## config.mk

```make
export PLATFORM = sky130hd
export DESIGN_NAME = abfs_cfg
export DESIGN_NICKNAME = d
export VERILOG_FILES = /design/src/sv/abfs_pkg.sv /design/src/sv/abfs_cfg.sv
export SDC_FILE = /design/constraint.sdc
export NUM_CORES = 1
export LEC_CHECK = 0
export ABC_AREA = 1
export BUFFER_PORTS_ARGS = -buffer_cell sky130_fd_sc_hd__buf_2
export CAP_MARGIN = 20
export CORE_UTILIZATION = 45
export DETAILED_ROUTE_END_ITERATION = 7
export PLACE_DENSITY = 0.8
export SLEW_MARGIN = 20
export SYNTH_ARGS = -nofsm -noshare
export SYNTH_HDL_FRONTEND = slang
export SYNTH_SLANG_ARGS = --single-unit
```

## constraint.sdc

```tcl
create_clock -name i_clk -period 3 [get_ports i_clk]
set_input_delay 0.3 -clock i_clk [delete_from_list [all_inputs] [get_ports i_clk]]
set_output_delay 0.3 -clock i_clk [all_outputs]
set_load 0.02 [all_outputs]
```

## src/sv/abfs_pkg.sv

```systemverilog
// Shared constants and types of the A/B feed sequence arbiter.
package abfs_pkg;

    localparam int WINDOW      = 32;
    localparam int WIN_BITS    = $clog2(WINDOW);
    localparam int MAX_RESULTS = 32;
    localparam int CNT_BITS    = $clog2(MAX_RESULTS + 1);
    localparam int ADDR_BITS   = 5;

    localparam logic [1:0] ST_EMIT   = 2'd0;
    localparam logic [1:0] ST_STALE  = 2'd1;
    localparam logic [1:0] ST_BEYOND = 2'd2;

    localparam logic [1:0] REG_PEER_WAIT  = 2'd0;
    localparam logic [1:0] REG_IDLE_FLUSH = 2'd1;
    localparam logic [1:0] REG_START_SEQ  = 2'd2;

    localparam logic KIND_UPDATE = 1'b0;
    localparam logic KIND_TICK   = 1'b1;

    typedef struct packed {
        logic        kind;
        logic [62:0] seq;
        logic        instance_req;
        logic [47:0] event_ms;
        logic [51:0] recv_us;
        logic [15:0] payload_handle;
    } t_req;

    typedef struct packed {
        logic [1:0]  status;
        logic [62:0] out_seq;
        logic        out_instance;
        logic [47:0] out_event_ms;
        logic [51:0] out_recv_us;
        logic [15:0] out_handle;
        logic        last;
    } t_res;

    typedef struct packed {
        logic [7:0]  pw_limit;
        logic [9:0]  flush_period;
        logic [62:0] seq_base;
    } t_cfg;

endpackage

```

## src/sv/abfs_cfg.sv

```systemverilog
// Configuration register file with its APB-style access port.
module abfs_cfg import abfs_pkg::*; (
    input  logic                 i_clk,
    input  logic                 i_rst_n,
    input  logic                 psel,
    input  logic                 penable,
    input  logic                 pwrite,
    input  logic [ADDR_BITS-1:0] paddr,
    input  logic [63:0]          pwdata,
    output logic [63:0]          prdata,
    output logic                 pready,
    output t_cfg                 o_cfg,
    output logic                 o_seq_wr
);

    t_cfg       r_cfg;
    logic       wr;
    logic [1:0] idx;

    assign pready = 1'b1;
    assign idx    = paddr[ADDR_BITS-1:3];
    assign wr     = psel && penable && pwrite;

    always_ff @(posedge i_clk) begin
        if (!i_rst_n) begin
            r_cfg.pw_limit     <= 8'd5;
            r_cfg.flush_period <= 10'd20;
            r_cfg.seq_base     <= '0;
        end else if (wr) begin
            case (idx)
                REG_PEER_WAIT:  r_cfg.pw_limit     <= pwdata[7:0];
                REG_IDLE_FLUSH: r_cfg.flush_period <= pwdata[9:0];
                REG_START_SEQ:  r_cfg.seq_base     <= pwdata[62:0];
                default: ;
            endcase
        end
    end

    always_comb begin
        case (idx)
            REG_PEER_WAIT:  prdata = {56'd0, r_cfg.pw_limit};
            REG_IDLE_FLUSH: prdata = {54'd0, r_cfg.flush_period};
            REG_START_SEQ:  prdata = {1'b0, r_cfg.seq_base};
            default:        prdata = '0;
        endcase
    end

    assign o_cfg    = r_cfg;
    assign o_seq_wr = wr && (idx == REG_START_SEQ);

endmodule

```

==> results.txt <==
----------------------------------------------------
[STA]
  Final setup fails ... 0
  Max-Slew Margin vs Limit ... 48.2%
  Maximum clock skew at final layout ... 0 ns
  Final worst-path cycle share ... 65.0%
  Setup repair after global routing missed its margin ... no
  Summed negative setup slack over all endpoints ... 0 ns
  Max Freq ... 513 MHz
  Final number of hold-violating endpoints ... 0
  Transition time of the tightest slew-check pin ... 0.776 ns
  Max-slew violations ... 0
  Shortest clock period the worst path allows after layout ... 1.95 ns

[Synth]
  Post-synthesis area per instance ... 6.02 um2
  Count of flip-flops with a built-in enable after synthesis ... 0
  Syn Nets ... 740
  Yosys warning total ... 0
  Area leader, netlist ... dfxtp_1
  Number of cells produced by synthesis ... 666
  Yosys reg bits ... 81
  Leading post-synthesis cells by cell area ... dfxtp_1 (40%), nor2_1 (20%), nand2_1 (11%)
  Cell with the most instances after synthesis ... nor2_1
  Summed instance area of the synthesized netlist ... 4010 um2
  Async set or reset register ratio after synthesis ... 0%
  Commonest register cell after synthesis ... dfxtp_1
  Synth top cells by count ... nor2_1 (209), nand2_1 (120), inv_1 (117)
  Library cells used by synthesis ... 14
  Fraction of post-synthesis cell area in the top cell type by area ... 40.4%
  Seq/Total Area, Yosys ... 40.4%

[Power]
  Pwr per Cell Area ... 416 nW/um2
  Maximum ir drop on the vdd rail ... 256 uV
  Pwr Total ... 2.20 mW
  Lkg Pwr ... 2.93 nW

[Floorplan]
  Number of core rows ... 34
  Area inside the core boundary ... 8680 um2
  Overall die height ... 96.4 um
  Initial standard-cell utilization of the core ... 46.2%
  Number of top-level design ports ... 221
  Die footprint ... 9290 um2
  Width of the die ... 96.4 um

[Clock tree]
  Clk slew on worst S/H paths ... 0.09 ns
  TritonCTS sink count ... 81
  Post-CTS Setup Repair Bufs ... 0
  Post-CTS sizing ... 0
  Clock latency at the later pin of the worst-skew pair ... 0.33 ns
  Number of buffers created by CTS ... 9
  Number of buffers added to fix hold violations after cts ... 0
  CTS root buf ... clkbuf_8
  Clock buffer depth ... 2
  H-tree levels ... 3
  CTS tree ... built

[Job]
  Max Cap Viol ... 0

[Routing]
  Via count ... 4,380
  Ratio of routed vias to standard cells ... 4.51
  Antenna-violating nets left ... 0
  First-pass iteration count of the detailed router ... 4
  DRC violations left ... 0
  First DRT Iteration DRCs ... 133
  WL final ... 10,300 um
  Routed wire per std cell ... 10.6 um

[Setup path]
  Crit path capture type ... output port
  Data required time of the critical path ... 2.70 ns
  Arrival @ worst endpoint ... 1.65 ns
  Worst setup path class ... input pin to output port
  Reg-to-reg startpoint ... o_cfg[78]$_SDFFE_PN0P_
  Crit. Startpoint ... paddr[3]
  Reg-to-reg setup timing slack ... 2.37 ns
  Startpoint type of the worst setup path ... input pin
  Highest net fanout along the worst path ... 54

[Finish]
  Nets@finish ... 933
  Flip-flop count of the largest register, all copies and words added ... 81
  Post-route design area ... 5290 um2
  Final non-filler cell total ... 971
  Count of inserted antenna diode cells ... 0
  Filler cells ... 902
  Share of final-layout standard cells stronger than drive strength 1 ... 28.3%
  Post-synthesis to final-layout area growth ... 31.9%

[Place]
  Placed cell count ... 956
  DP HPWL ... 7090 um
  Placer's final routability congestion estimate ... 0.762
  Placed standard-cell area ... 5090 um2
  Port Buffer Count ... 214

[Min path]
  Hold path startpoint ... pwdata[4]
  Worst hold path type ... input pin to register

[GRT]
  Grt total ovfl ... 0
  Initial antenna violation count ... 0
  Vias in the first global route ... 3,326
  Pin count of the biggest net entering global routing ... 80
  Wire length of the first global-routing pass ... 15,300 um
  Total GRT Usage ... 21.2%

[Outcome]
  Outcome ... completed

----------------------------------------------------
## cells in the final DEF (no fill, tap or decap), types with 2 or more instances in the layout
cell	synthesis	layout
buf_2	11	214
nor2_1	209	209
nand2_1	120	120
inv_1	117	117
nand3_1	90	90
dfxtp_1	81	81
clkbuf_8	0	10
buf_4	8	6
nor2_4	3	4
inv_2	2	2
conb_1	2	2
clkinv_2	0	2
## where the power goes
part	switching, mW	internal (mW)	leakage (nW)
clock network	0.385	0.402	0.0981
registers	0.0179	1.10	0.656
logic	0.192	0.106	2.18
total	0.596	1.61	2.93
## per-stage QoR
step           hold slack, ns  setup WS (ns)  utilization, %
2_1_floorplan           0.426           1.70               -
3_3_place_gp            0.475           1.04            58.7
3_5_place_dp            0.477          0.989            58.7
4_1_cts                 0.170          0.989            60.9
5_1_grt                 0.177          0.885            60.9
6_report                0.190           1.05            60.9
## layer usage
layer	vias to the layer above	GRT usage [%]	wire length (um)
li1	2323	-	-
met3	8	5.95	802
met4	0	5.64	85
met5	-	0	0
met2	155	36.1	4860
met1	1894	26.3	4570
## path summary, 6_finish.rpt
path / endpoint / cells past startpoint
worst max-delay path: o_seq_wr / 6
worst min-delay path: o_cfg[67]$_SDFFE_PN1P_ / 3
worst max register to register: o_cfg[78]$_SDFFE_PN0P_ / 2
worst min register to register: o_cfg[18]$_SDFFE_PN0P_ / 2
## logic make-up after synthesis
group	count (synthesis)	synth area share (%)
buf+inv	158	15.9
flops	81	40.4
other cells	2	0.187
simple gates	425	43.5
## critical path: stages
cell     delay (ns)
buf_2          0.14
inv_2          0.11
nand2_4        0.30
nor2_4         0.21
buf_4          0.35
buf_2          0.24
## final cells by class
type	count	area, um2	share of cell area (%)
Timing Repair Buffer	221	1140	21.5
Sequential cell	81	1620	30.7
Clock inverter	5	56.3	1.06
Clock buffer	10	138	2.60
Multi-Input combinational cell	427	1760	33.2
Tap cell	108	135	2.56
Inverter	119	447	8.45
Note: power is estimated with default switching activity, not from simulation.
